File: src/design/column_band_luma_concentrator_macros.svh
// Assertion macros shared by the column band luma concentrator RTL.
// No dependencies; bodies fall away when SYNTHESIS is defined.
`ifndef COLUMN_BAND_LUMA_CONCENTRATOR_MACROS_SVH
`define COLUMN_BAND_LUMA_CONCENTRATOR_MACROS_SVH
`ifndef SYNTHESIS
`define CBLC_ASSERT(label, clk, rst_n, prop) \
  label: assert property (@(posedge clk) disable iff (!rst_n) (prop)) \
    else $error("cblc assertion failed");
`define CBLC_ASSERT_NEVER(label, clk, rst_n, cond) \
  label: assert property (@(posedge clk) disable iff (!rst_n) !(cond)) \
    else $error("cblc forbidden condition seen");
`else
`define CBLC_ASSERT(label, clk, rst_n, prop)
`define CBLC_ASSERT_NEVER(label, clk, rst_n, cond)
`endif
`endif

File: src/design/cblc_pkg.sv
// Shared constants and types of the column band luma concentrator.
// No dependencies; imported by every module of the block.
package cblc_pkg;

  localparam int MAX_ROWS      = 16;
  localparam int PIXEL_MAX     = 255;
  localparam int ROW_W         = $clog2(MAX_ROWS);
  localparam int CNT_W         = $clog2(MAX_ROWS + 1);
  localparam int LEVEL_W       = 8;
  localparam int GREY_W        = 8;
  localparam int BAND_W        = 5;
  localparam int SUM_W         = 12;
  localparam int BAND_ROWS_RST = 12;
  localparam int SEG_Q_DEPTH   = 2;
  localparam int SEG_Q_AW      = $clog2(SEG_Q_DEPTH);

  // One closed segment: its pixel total and its row count.
  typedef struct packed {
    logic [SUM_W-1:0] sum;
    logic [CNT_W-1:0] rows;
  } seg_desc_t;

  typedef struct packed {
    logic full;
    logic empty;
  } seg_q_stat_t;

endpackage

File: src/design/cblc_seg_queue.sv
// Short queue of closed segment requests between front and back.
// Depends on cblc_pkg and the assertion macro header.
`include "column_band_luma_concentrator_macros.svh"
module cblc_seg_queue (
  input  logic                  clk,
  input  logic                  rst_n,
  input  logic                  push,
  input  cblc_pkg::seg_desc_t   push_desc,
  input  logic                  pop,
  output cblc_pkg::seg_desc_t   head_desc,
  output cblc_pkg::seg_q_stat_t stat
);
  import cblc_pkg::*;

  seg_desc_t             entry_r [SEG_Q_DEPTH];
  logic [SEG_Q_AW-1:0]   wr_ptr_r, wr_ptr_nxt;
  logic [SEG_Q_AW-1:0]   rd_ptr_r, rd_ptr_nxt;
  logic [SEG_Q_AW:0]     count_r, count_nxt;

  always_comb begin
    wr_ptr_nxt = wr_ptr_r;
    rd_ptr_nxt = rd_ptr_r;
    count_nxt  = count_r;
    if (push) begin
      wr_ptr_nxt = wr_ptr_r + 1'b1;
    end
    if (pop) begin
      rd_ptr_nxt = rd_ptr_r + 1'b1;
    end
    if (push && !pop) begin
      count_nxt = count_r + 1'b1;
    end else if (pop && !push) begin
      count_nxt = count_r - 1'b1;
    end
  end

  always_ff @(posedge clk) begin
    if (!rst_n) begin
      wr_ptr_r <= '0;
      rd_ptr_r <= '0;
      count_r  <= '0;
    end else begin
      wr_ptr_r <= wr_ptr_nxt;
      rd_ptr_r <= rd_ptr_nxt;
      count_r  <= count_nxt;
    end
  end

  always_ff @(posedge clk) begin
    if (push) begin
      entry_r[wr_ptr_r] <= push_desc;
    end
  end

  assign head_desc  = entry_r[rd_ptr_r];
  assign stat.full  = (count_r == (SEG_Q_AW + 1)'(SEG_Q_DEPTH));
  assign stat.empty = (count_r == '0);

  `CBLC_ASSERT_NEVER(a_no_push_full, clk, rst_n, push && stat.full)
  `CBLC_ASSERT_NEVER(a_no_pop_empty, clk, rst_n, pop && stat.empty)

endmodule

File: src/design/cblc_front.sv
// Front end: band length register, pixel accumulation and segment close.
// Depends on cblc_pkg and the assertion macro header.
`include "column_band_luma_concentrator_macros.svh"
module cblc_front (
  input  logic                        clk,
  input  logic                        rst_n,
  input  logic                        cfg_valid,
  input  logic [cblc_pkg::BAND_W-1:0] cfg_data,
  input  logic                        in_push,
  input  logic [cblc_pkg::GREY_W-1:0] in_grey,
  input  logic                        in_end_of_segment,
  output logic                        in_full,
  input  cblc_pkg::seg_q_stat_t       q_stat,
  output logic                        q_push,
  output cblc_pkg::seg_desc_t         q_desc
);
  import cblc_pkg::*;

  logic [BAND_W-1:0] band_r, band_nxt;
  logic [SUM_W-1:0]  sum_r, sum_nxt, sum_inc;
  logic [CNT_W-1:0]  cnt_r, cnt_nxt, cnt_inc;
  logic [CNT_W-1:0]  eff_rows;
  logic              accept;
  logic              close;

  // clamp band length into 1 .. MAX_ROWS
  always_comb begin
    if (band_r == '0) begin
      eff_rows = CNT_W'(1);
    end else if (band_r > BAND_W'(MAX_ROWS)) begin
      eff_rows = CNT_W'(MAX_ROWS);
    end else begin
      eff_rows = CNT_W'(band_r);
    end
  end

  assign in_full = q_stat.full;
  assign accept  = in_push && !q_stat.full;
  assign sum_inc = sum_r + SUM_W'(in_grey);
  assign cnt_inc = cnt_r + 1'b1;
  assign close   = in_end_of_segment || (cnt_inc >= eff_rows);

  always_comb begin
    band_nxt = cfg_valid ? cfg_data : band_r;
    sum_nxt  = sum_r;
    cnt_nxt  = cnt_r;
    q_push   = 1'b0;
    if (accept) begin
      if (close) begin
        q_push  = 1'b1;
        sum_nxt = '0;
        cnt_nxt = '0;
      end else begin
        sum_nxt = sum_inc;
        cnt_nxt = cnt_inc;
      end
    end
  end

  assign q_desc.sum  = sum_inc;
  assign q_desc.rows = cnt_inc;

  always_ff @(posedge clk) begin
    if (!rst_n) begin
      band_r <= BAND_W'(BAND_ROWS_RST);
      sum_r  <= '0;
      cnt_r  <= '0;
    end else begin
      band_r <= band_nxt;
      sum_r  <= sum_nxt;
      cnt_r  <= cnt_nxt;
    end
  end

  `CBLC_ASSERT(a_open_count_bound, clk, rst_n, cnt_r < CNT_W'(MAX_ROWS))

endmodule

File: src/design/cblc_back.sv
// Back end: walks one closed segment row by row and emits its levels.
// Depends on cblc_pkg and the assertion macro header.
`include "column_band_luma_concentrator_macros.svh"
module cblc_back (
  input  logic                         clk,
  input  logic                         rst_n,
  input  cblc_pkg::seg_desc_t          q_desc,
  input  cblc_pkg::seg_q_stat_t        q_stat,
  output logic                         q_pop,
  input  logic                         out_pop,
  output logic                         out_empty,
  output logic [cblc_pkg::ROW_W-1:0]   out_row_offset,
  output logic [cblc_pkg::LEVEL_W-1:0] out_level,
  output logic                         out_last
);
  import cblc_pkg::*;

  typedef enum logic [1:0] {
    B_IDLE = 2'b01,
    B_EMIT = 2'b10
  } back_state_t;

  back_state_t        state_r, state_nxt;
  seg_desc_t          desc_r, desc_nxt;
  logic [ROW_W-1:0]   row_r, row_nxt;
  logic               out_valid_r, out_valid_nxt;
  logic [ROW_W-1:0]   out_row_r, out_row_nxt;
  logic [LEVEL_W-1:0] out_level_r, out_level_nxt;
  logic               out_last_r, out_last_nxt;
  logic               slot_free;
  logic               row_last;
  logic               emit;

  // level of one row: units fill from the centre outwards
  function automatic logic [LEVEL_W-1:0] level_of(
    input logic [ROW_W-1:0] row,
    input logic [CNT_W-1:0] rows,
    input logic [SUM_W-1:0] sum
  );
    logic [CNT_W-1:0] rows_m1;
    logic [ROW_W-1:0] up;
    logic [ROW_W-1:0] k;
    logic [ROW_W-1:0] m;
    logic             odd;
    logic             upper;
    logic [SUM_W-1:0] spent;
    logic [SUM_W-1:0] rest;
    logic [SUM_W-1:0] lvl;
    rows_m1 = rows - 1'b1;
    up      = rows_m1[ROW_W:1];
    odd     = rows[0];
    upper   = (row <= up);
    if (upper) begin
      k = up - row;
    end else if (odd) begin
      k = row - up;
    end else begin
      k = row - up - 1'b1;
    end
    if (odd) begin
      m = (k == '0) ? '0 : ({k[ROW_W-2:0], 1'b0} - 1'b1);
    end else begin
      m = {k[ROW_W-2:0], 1'b0};
    end
    spent = SUM_W'(m) * SUM_W'(PIXEL_MAX);
    rest  = (sum > spent) ? (sum - spent) : '0;
    if (odd && (k == '0)) begin
      lvl = (rest > SUM_W'(PIXEL_MAX)) ? SUM_W'(PIXEL_MAX) : rest;
    end else if (rest > SUM_W'(2 * PIXEL_MAX)) begin
      lvl = SUM_W'(PIXEL_MAX);
    end else if (upper) begin
      lvl = rest >> 1;
    end else begin
      lvl = rest - (rest >> 1);
    end
    return lvl[LEVEL_W-1:0];
  endfunction

  assign slot_free = !out_valid_r || out_pop;
  assign row_last  = (CNT_W'(row_r) == (desc_r.rows - 1'b1));

  always_comb begin
    state_nxt = state_r;
    desc_nxt  = desc_r;
    row_nxt   = row_r;
    q_pop     = 1'b0;
    emit      = 1'b0;
    case (state_r)
      B_IDLE: begin
        if (!q_stat.empty) begin
          q_pop     = 1'b1;
          desc_nxt  = q_desc;
          row_nxt   = '0;
          state_nxt = B_EMIT;
        end
      end
      B_EMIT: begin
        if (slot_free) begin
          emit = 1'b1;
          if (row_last) begin
            if (!q_stat.empty) begin
              q_pop    = 1'b1;
              desc_nxt = q_desc;
              row_nxt  = '0;
            end else begin
              state_nxt = B_IDLE;
            end
          end else begin
            row_nxt = row_r + 1'b1;
          end
        end
      end
      default: begin
        state_nxt = B_IDLE;
      end
    endcase
  end

  always_comb begin
    out_valid_nxt = out_valid_r;
    out_row_nxt   = out_row_r;
    out_level_nxt = out_level_r;
    out_last_nxt  = out_last_r;
    if (emit) begin
      out_valid_nxt = 1'b1;
      out_row_nxt   = row_r;
      out_level_nxt = level_of(row_r, desc_r.rows, desc_r.sum);
      out_last_nxt  = row_last;
    end else if (out_pop) begin
      out_valid_nxt = 1'b0;
    end
  end

  always_ff @(posedge clk) begin
    if (!rst_n) begin
      state_r     <= B_IDLE;
      out_valid_r <= 1'b0;
    end else begin
      state_r     <= state_nxt;
      out_valid_r <= out_valid_nxt;
    end
  end

  always_ff @(posedge clk) begin
    desc_r      <= desc_nxt;
    row_r       <= row_nxt;
    out_row_r   <= out_row_nxt;
    out_level_r <= out_level_nxt;
    out_last_r  <= out_last_nxt;
  end

  assign out_empty      = !out_valid_r;
  assign out_row_offset = out_row_r;
  assign out_level      = out_level_r;
  assign out_last       = out_last_r;

  `CBLC_ASSERT(a_row_in_seg, clk, rst_n, state_r == B_EMIT |-> CNT_W'(row_r) < desc_r.rows)

endmodule

File: src/design/column_band_luma_concentrator.sv
// Column band luma concentrator: takes a pixel a cycle, emits a row a cycle unless stalled.
// A closed segment goes through the queue entry, the back descriptor and the output registers.
// Throughput: 1 pixel per cycle in and 1 row per cycle out while out_pop frees the slot,
// segments back to back; the front stalls only when the 2-entry segment queue is full.
// Reset (rst_n, synchronous, active low): clears the open segment, queue and output;
// band length returns to 12.
module column_band_luma_concentrator (
  input  logic                         clk,
  input  logic                         rst_n,
  // band length register write
  input  logic                         cfg_valid,
  output logic                         cfg_ready,
  input  logic [cblc_pkg::BAND_W-1:0]  cfg_data,
  // pixel input, queue style
  input  logic                         in_push,
  output logic                         in_full,
  input  logic [cblc_pkg::GREY_W-1:0]  in_grey,
  input  logic                         in_end_of_segment,
  // redistributed rows, queue style
  output logic                         out_empty,
  input  logic                         out_pop,
  output logic [cblc_pkg::ROW_W-1:0]   out_row_offset,
  output logic [cblc_pkg::LEVEL_W-1:0] out_level,
  output logic                         out_last
);
  import cblc_pkg::*;

  // segment request handed from front to back
  seg_desc_t   push_desc;
  seg_desc_t   head_desc;
  seg_q_stat_t q_stat;
  logic        q_push;
  logic        q_pop;

  // the register is always writable; writes land the next edge
  assign cfg_ready = 1'b1;

  // Front: hold the band length, sum pixels of the open segment, and push a
  // request with the total and row count when the segment closes.
  cblc_front u_front (
    .clk               (clk),
    .rst_n             (rst_n),
    .cfg_valid         (cfg_valid),
    .cfg_data          (cfg_data),
    .in_push           (in_push),
    .in_grey           (in_grey),
    .in_end_of_segment (in_end_of_segment),
    .in_full           (in_full),
    .q_stat            (q_stat),
    .q_push            (q_push),
    .q_desc            (push_desc)
  );

  // Queue: decouple accumulation of the next segment from emission of this one.
  cblc_seg_queue u_queue (
    .clk       (clk),
    .rst_n     (rst_n),
    .push      (q_push),
    .push_desc (push_desc),
    .pop       (q_pop),
    .head_desc (head_desc),
    .stat      (q_stat)
  );

  // Back: advance one row per free output slot, computing each row's level
  // from its distance to the centre; drop nothing, repeat nothing.
  cblc_back u_back (
    .clk            (clk),
    .rst_n          (rst_n),
    .q_desc         (head_desc),
    .q_stat         (q_stat),
    .q_pop          (q_pop),
    .out_pop        (out_pop),
    .out_empty      (out_empty),
    .out_row_offset (out_row_offset),
    .out_level      (out_level),
    .out_last       (out_last)
  );

endmodule
File: config.mk
export PLATFORM = sky130hd
export DESIGN_NAME = column_band_luma_concentrator
export DESIGN_NICKNAME = d
export VERILOG_FILES = /design/src/design/cblc_pkg.sv /design/src/design/cblc_seg_queue.sv /design/src/design/cblc_front.sv /design/src/design/cblc_back.sv /design/src/design/column_band_luma_concentrator.sv
export VERILOG_INCLUDE_DIRS = /design/src /design/src/design
export SDC_FILE = /design/constraint.sdc
export NUM_CORES = 1
export LEC_CHECK = 0
export BUFFER_PORTS_ARGS = -buffer_cell sky130_fd_sc_hd__clkbuf_2
export CAP_MARGIN = 20
export CORE_MARGIN = 1
export CORE_UTILIZATION = 51
export CTS_CLUSTER_DIAMETER = 40
export CTS_CLUSTER_SIZE = 40
export DETAILED_ROUTE_END_ITERATION = 16
export HOLD_SLACK_MARGIN = 0.06
export PLACE_DENSITY = 0.69
export SYNTH_ARGS = -nofsm -noshare
export SYNTH_HDL_FRONTEND = slang
export SYNTH_SLANG_ARGS = --single-unit
File: constraint.sdc
create_clock -name clk -period 15.2 [get_ports clk]
set_input_delay 0.76 -clock clk [delete_from_list [all_inputs] [get_ports clk]]
set_output_delay 0.76 -clock clk [all_outputs]
set_load 0.01 [all_outputs]
==> impl_metrics.py, run 1 <==
metrics = {
    "layout": {
        "drive_gt1_share_pct": 13.1,
        "final_net_count": 767,
        "n_antenna_cell": 0,
        "syn2layout_area_growth_pct": 10.0,
    },
    "logic_synthesis": {
        "netlist_instances": 648,
        "ys_warn_count": 0,
        "synth_edf_count": 68,
        "avgSynthCellArea_um2": 10.1,
        "synth-simple-area-share_pct": 13.1,
        "ys_ff_latch": 98,
        "synth_seq_area_share_pct": 40.5,
        "synth-main-ff-cell": "edfxtp_1",
        "synthXorXnorAreaFrac_pct": 7.14,
        "async_flop_share_pct": 0,
        "ys_types": 70,
        "synth-compound-area-share_pct": 15.0,
        "synth_nets": 740,
        "synthAdderAreaFrac_pct": 15.3,
        "synthesis.area_um2": 6520,
        "synth.area.mux_share_pct": 4.17,
        "synth_top_family_by_area": "adder cells",
    },
    "setup_path": {
        "crit_path_end_kind": "register",
        "cp_data_required_time_ps": 15290,
        "crit_arrival_ps": 9990,
        "cp_common_cell": "inv_1",
        "cpMaxStageDelayCell": "fa_1",
        "max_stage_delay_ps": 660,
        "cp_max_fo": 10,
        "crit_path_start_kind": "register",
        "critical_path_class": "register to register",
    },
    "die": {
        "die_y_um": 115,
        "io_pins": 35,
        "core_um2": 12200,
        "die_x_um": 115,
        "core.rowCount": 40,
        "dieArea_um2": 13200,
        "initial_core_util_pct": 53.4,
    },
    "outcome": {
        "status": "finished, final reports clean",
    },
    "grt": {
        "grt_max_degree": 27,
        "grt.overflow.total": 0,
        "busiest_layer": "met2",
        "grt_use_total_pct": 21.2,
        "grt_pass1_wl_um": 21700,
        "use_met1_pct": 25.5,
        "grtUsageMet2_pct": 38.1,
        "antenna_found_initial": 0,
        "grt_pass1_vias": 4608,
        "gr-usage-met3_pct": 3.80,
    },
    "placement": {
        "finalWeightedCongestion": 0.859,
        "hpwl_um": 9920,
        "io_buffer_count": 33,
    },
    "clock_tree": {
        "cts_buffers": 9,
        "holdBufCountCts": 0,
        "clkTransAtPathRegs_ps": 70,
        "cts-root-buf": "clkbuf_16",
        "clkLatencyLatePin_ps": 350,
        "post_cts_resized": 0,
        "cts_setup_buffers": 0,
        "cts.sinks": 98,
        "cts_tree": "yes",
        "htree_levels": 3,
        "clockBufferDepth": 2,
    },
    "sta": {
        "tightest_slew_ps": 793,
        "fin_crit_ps": 9900,
        "maxSlewHeadroom_pct": 46.8,
        "setup_viol": 0,
        "slew_violations": 0,
        "finalSetupTns_ps": 0,
        "fin_skew_ps": 7.04,
        "period_share_pct": 65.1,
        "finalHoldViolations": 0,
        "rsz0062_at_grt": "false",
        "fmax_mhz": 101,
    },
    "routing": {
        "drt_first_pass_iters": 5,
        "routedWlPerCell_um": 15.2,
        "viasPerCell": 5.61,
        "drc": 0,
        "ant_nets": 0,
        "dr_total_vias": 4755,
        "finalWirelength_um": 12900,
        "drt_iter0_markers": 172,
    },
    "flow_run": {
        "drv_cap": 0,
    },
    "hold_path": {
        "hold_path_class": "register to register",
    },
}
## flip-flops by register name, summed over array words and instances, names as in the netlist, named ones only
name	flops
u_queue.count_r	2
u_back.state_r	2
u_queue.wr_ptr_r	1
u_queue.rd_ptr_r	1
u_back.out_last	1
u_back.row_r	4
u_queue.entry_r	34
u_back.desc_r	17
u_front.band_r	5
u_back.out_level	8
u_back.out_valid_r	1
u_back.out_row_offset	4
u_front.cnt_r	5
u_front.sum_r	12
## kinds of logic (layout without fill, tap and decap cells)
| group | count (synthesis) | in the layout |
|---|---|---|
| compound gates | 144 | 144 |
| other cells | 1 | 1 |
| mux | 25 | 25 |
| buf+inv | 78 | 110 |
| simple gates | 179 | 179 |
| xor+xnor | 50 | 50 |
| fa+ha+maj | 73 | 73 |
| flops | 98 | 98 |
## cell usage after synthesis, drive strengths merged (3+ instances only)
cell type,number,area [um^2]
edfxtp,68,2040
fa,11,220
or3,5,31.3
xnor2,30,263
o21a,5,37.5
ha,62,776
nand4,5,31.3
a211o,3,26.3
nor2,52,195
o21bai,4,30.0
nand3b,3,22.5
buf,7,42.5
and2,3,18.8
a21o,9,67.6
nor2b,10,70.1
inv,56,210
dfxtp,30,601
a21oi,38,205
and3,6,37.5
o21ai,34,174
o31ai,3,22.5
or2,4,25.0
a21boi,3,33.8
a32o,3,31.3
mux2,17,191
xor2,18,158
a22oi,12,90.1
clkbuf,14,53.8
nand2,45,169
nand3,21,105
nand2b,3,18.8
nor3,16,80.1
mux2i,8,80.1
o2111ai,3,26.3
o31a,3,26.3
a31oi,8,56.3
## routing by layer
layer | routed length, um | part of all wire (%)
met5 | 0 | 0
met4 | 256 | 2.0
met3 | 388 | 3.0
met2 | 6610 | 51
met1 | 5630 | 44
## placed cells by master, fill, tap and decap left out, types with 11 or more instances in the layout
cell and instances:
nand3_1 21, a21oi_1 36, mux2_2 17, fa_1 11, nor3_1 15, dfxtp_1 30
clkbuf_2 33, inv_1 55, nand2_1 45, edfxtp_1 68, a22oi_1 12, o21ai_0 32
nor2_1 52, xor2_1 18, xnor2_1 30, ha_1 62
## cell type report
cell class	instances	area (um^2)
clock buffer	12	278
multi-input combinational	472	3580
timing repair buffer	37	195
sequential	98	2640
inverter	57	214
tap	168	210
clock inverter	4	55.1
fill	1080	5040
## per-stage QoR
stage	instances	area [um^2]	utilization [%]	setup slack (ps)	hold slack [ps]
2_1_floorplan	648	6520	-	6180	436
3_3_place_gp	832	6840	56.0	5620	442
3_5_place_dp	832	6840	56.0	5270	450
4_1_cts	848	7170	58.7	5260	459
5_1_grt	848	7170	58.7	4380	473
6_report	848	7170	58.7	5300	460
## critical path, delay by kind of cell, from the launching register on
kind	cells	cell delay, ps
adders and majority gates	8	3130
buffers and inverters	7	810
AOI/OAI and AO/OA	14	3380
xor gates and xnor gates	3	620
and+or+nand+nor	6	1130
DFF	1	530
## path summary, 6_finish.rpt
check              startpoint                   to  slack [ps]  cells past startpoint
max          u_back.desc_r[0]  u_back.out_level[7]        5300                     38
min          u_front.sum_r[2]     u_front.sum_r[2]         460                      2
max reg2reg  u_back.desc_r[0]  u_back.out_level[7]        5300                     38
min reg2reg  u_front.sum_r[2]     u_front.sum_r[2]         460                      2
Power of run 1 is left out: the tool's default activity adds up to more than one toggle a clock period on the data nets, which glitch-free logic cannot reach.
==> run 2: changes to the inputs <==
--- a/config.mk
+++ b/config.mk
@@ -6,6 +6,7 @@
 export SDC_FILE = /design/constraint.sdc
 export NUM_CORES = 1
 export LEC_CHECK = 0
+export ABC_AREA = 1
 export BUFFER_PORTS_ARGS = -buffer_cell sky130_fd_sc_hd__clkbuf_2
 export CAP_MARGIN = 20
 export CORE_MARGIN = 1
@@ -14,7 +15,7 @@
 export CTS_CLUSTER_SIZE = 40
 export DETAILED_ROUTE_END_ITERATION = 16
 export HOLD_SLACK_MARGIN = 0.06
-export PLACE_DENSITY = 0.69
+export PLACE_DENSITY = 0.72
 export SYNTH_ARGS = -nofsm -noshare
 export SYNTH_HDL_FRONTEND = slang
 export SYNTH_SLANG_ARGS = --single-unit
==> constraint.sdc (replaced) <==
create_clock -name clk -period 9.1 [get_ports clk]
set_input_delay 0.455 -clock clk [delete_from_list [all_inputs] [get_ports clk]]
set_output_delay 0.455 -clock clk [all_outputs]
set_load 0.01 [all_outputs]
==> impl_metrics.py, run 2 <==
metrics = {
    "layout": {
        "final_net_count": 921,
        "fillers": 1134,
        "top_regs": "u_queue.entry_r x34, u_back.desc_r x17, u_front.sum_r x12",
        "regArea_um2": 2640,
        "n_antenna_cell": 0,
        "multi_input_area_um2": 3600,
        "largest_reg_flops": 34,
        "final_cell_mix": "nand2_1 (194), inv_1 (107), edfxtp_1 (68)",
        "drive_gt1_share_pct": 14.7,
        "top_register": "u_queue.entry_r",
        "final_common_cell": "nand2_1",
        "syn2layout_area_growth_pct": 10.0,
    },
    "logic_synthesis": {
        "ys_top_cells_by_area": "edfxtp_1 (30%), ha_1 (11%), nand2_1 (11%), dfxtp_1 (8.9%), inv_1 (5.9%)",
        "synth.most_common_cell": "nand2_1",
        "ys_types": 50,
        "async_flop_share_pct": 0,
        "synth_seq_area_share_pct": 39.0,
        "synth_top_area_share_pct": 30.2,
        "synthTopCellsByCount": "nand2_1 (194), inv_1 (107), edfxtp_1 (68)",
        "synth-main-ff-cell": "edfxtp_1",
        "synthesis.area_um2": 6770,
        "synth_nets": 881,
        "ys_ff_latch": 98,
        "synth_edf_count": 68,
        "netlist_instances": 789,
        "ys_warn_count": 0,
        "avgSynthCellArea_um2": 8.58,
        "yosysTopAreaCell": "edfxtp_1",
    },
    "sta": {
        "finalHoldViolations": 0,
        "maxSlewHeadroom_pct": 50.4,
        "fin_skew_ps": 7.88,
        "finalSetupTns_ps": 0,
        "setup_viol": 0,
        "rsz0062_at_grt": "false",
        "worst_slack_ps": 710,
        "tightest_slew_ps": 744,
        "fin_crit_ps": 8390,
        "fmax_mhz": 119,
        "period_share_pct": 92.2,
        "slew_violations": 0,
    },
    "setup_path": {
        "cpMaxStageDelayCell": "fa_2",
        "cp_max_fo": 8,
        "cp_common_cell": "nand2_1",
        "critical_path_class": "register to register",
        "cp_data_required_time_ps": 9210,
        "max_stage_delay_ps": 630,
        "crit_path_end_kind": "register",
        "crit_arrival_ps": 8500,
        "crit_path_start_kind": "register",
    },
    "hold_path": {
        "hold_path_class": "input port to register",
    },
    "clock_tree": {
        "cts_tree": "yes",
        "cts-root-buf": "clkbuf_16",
        "htree_levels": 3,
        "clkTransAtPathRegs_ps": 60,
        "cts_buffers": 9,
        "holdBufCountCts": 0,
        "clockBufferDepth": 2,
        "cts.sinks": 98,
        "clkLatencyLatePin_ps": 350,
    },
    "routing": {
        "ant_nets": 0,
        "drt_iter0_markers": 189,
        "viasPerCell": 4.97,
        "drt_first_pass_iters": 5,
        "routedWlPerCell_um": 12.2,
        "finalWirelength_um": 12200,
        "drc": 0,
        "dr_total_vias": 4996,
    },
    "die": {
        "io_pins": 35,
        "die_x_um": 117,
        "core.rowCount": 41,
        "die_y_um": 117,
        "dieArea_um2": 13700,
        "initial_core_util_pct": 53.0,
        "core_um2": 12800,
    },
    "placement": {
        "dpl_worst_slack_ps": 459,
        "io_buffer_count": 33,
        "hpwl_um": 9590,
        "finalWeightedCongestion": 0.914,
    },
    "grt": {
        "grt_pass1_vias": 4689,
        "grt_pass1_wl_um": 20400,
        "antenna_found_initial": 0,
        "grt_max_degree": 20,
        "grt_use_total_pct": 19.2,
        "grt.overflow.total": 0,
    },
    "outcome": {
        "status": "finished, final reports clean",
    },
    "flow_run": {
        "drv_cap": 0,
    },
}
-- run 2: cell count changes after synthesis, moves of 11 or more --
cell	previous run	this run
o21ai_0	32	20
a22oi_1	12	0
a21oi_1	36	51
inv_1	55	107
xnor2_1	30	19
nand2_1	45	194
nand3_1	21	37
-- run 2: critical path, delay by kind of cell, from the launching register on --
family	cells	cell delay [ps]
AO/OA/AOI/OAI	7	1280
XOR/XNOR	1	160
adder cells (fa/ha/maj)	9	3480
buffers and inverters	12	940
flip-flops	1	440
AND/OR/NAND/NOR	19	1840
-- run 2: repair_timing --
item	in CTS	in global routing
resized for setup	0	4
endpoints found under the setup margin	0	5
setup buffers	0	2
-- run 2: cell type report --
| class | instances | share of cell area [%] |
|---|---|---|
| multi-input cells | 558 | 48.4 |
| flip-flops and latches | 98 | 35.5 |
| inverters | 122 | 6.22 |
| clock buffers | 11 | 3.26 |
| repair buffers | 40 | 2.92 |
| well taps | 172 | 2.89 |
| clock inverters | 5 | 0.823 |
-- run 2: logic make-up after synthesis --
logic type	after synthesis	share of synthesized area, %
adders and majority gates	73	14.7
xor gates and xnor gates	37	5.06
buffers and inverters	133	7.86
AOI/OAI and AO/OA	96	7.74
DFF	98	39.0
other	1	0.0554
muxes	17	2.83
and+or+nand+nor	334	22.7
-- run 2: final timing paths --
| kind | startpoint | endpoint | slack [ps] | depth (start not counted) |
|---|---|---|---|---|
| min | cfg_data[2] | u_front.band_r[2] | 320 | 3 |
| min reg2reg | u_front.sum_r[5] | u_front.sum_r[5] | 470 | 2 |
| max | u_back.desc_r[0] | u_back.out_level[7] | 710 | 48 |
| max reg2reg | u_back.desc_r[0] | u_back.out_level[7] | 710 | 48 |
-- run 2: metal layers --
| layer | vias to the layer above | share of wire (%) | global-route usage (%) |
|---|---|---|---|
| met2 | 65 | 50 | 34.5 |
| met5 | - | 0 | 0 |
| met3 | 11 | 3.0 | 3.81 |
| met4 | 0 | 1.3 | 6.08 |
| li1 | 2650 | - | - |
| met1 | 2270 | 46 | 23.0 |
-- run 2: per-stage QoR --
| step | area [um^2] | hold slack, ps | util, % | std cells |
|---|---|---|---|---|
| 4_1_cts | 7410 | 306 | 58.0 | 1003 |
| 3_5_place_dp | 7110 | 464 | 55.7 | 987 |
| 5_1_grt | 7450 | 316 | 58.3 | 1006 |
| 2_1_floorplan | 6770 | 442 | - | 789 |
| 3_3_place_gp | 7110 | 457 | 55.7 | 987 |
| 6_report | 7450 | 320 | 58.3 | 1006 |
Power of run 2 is left out for the same reason.
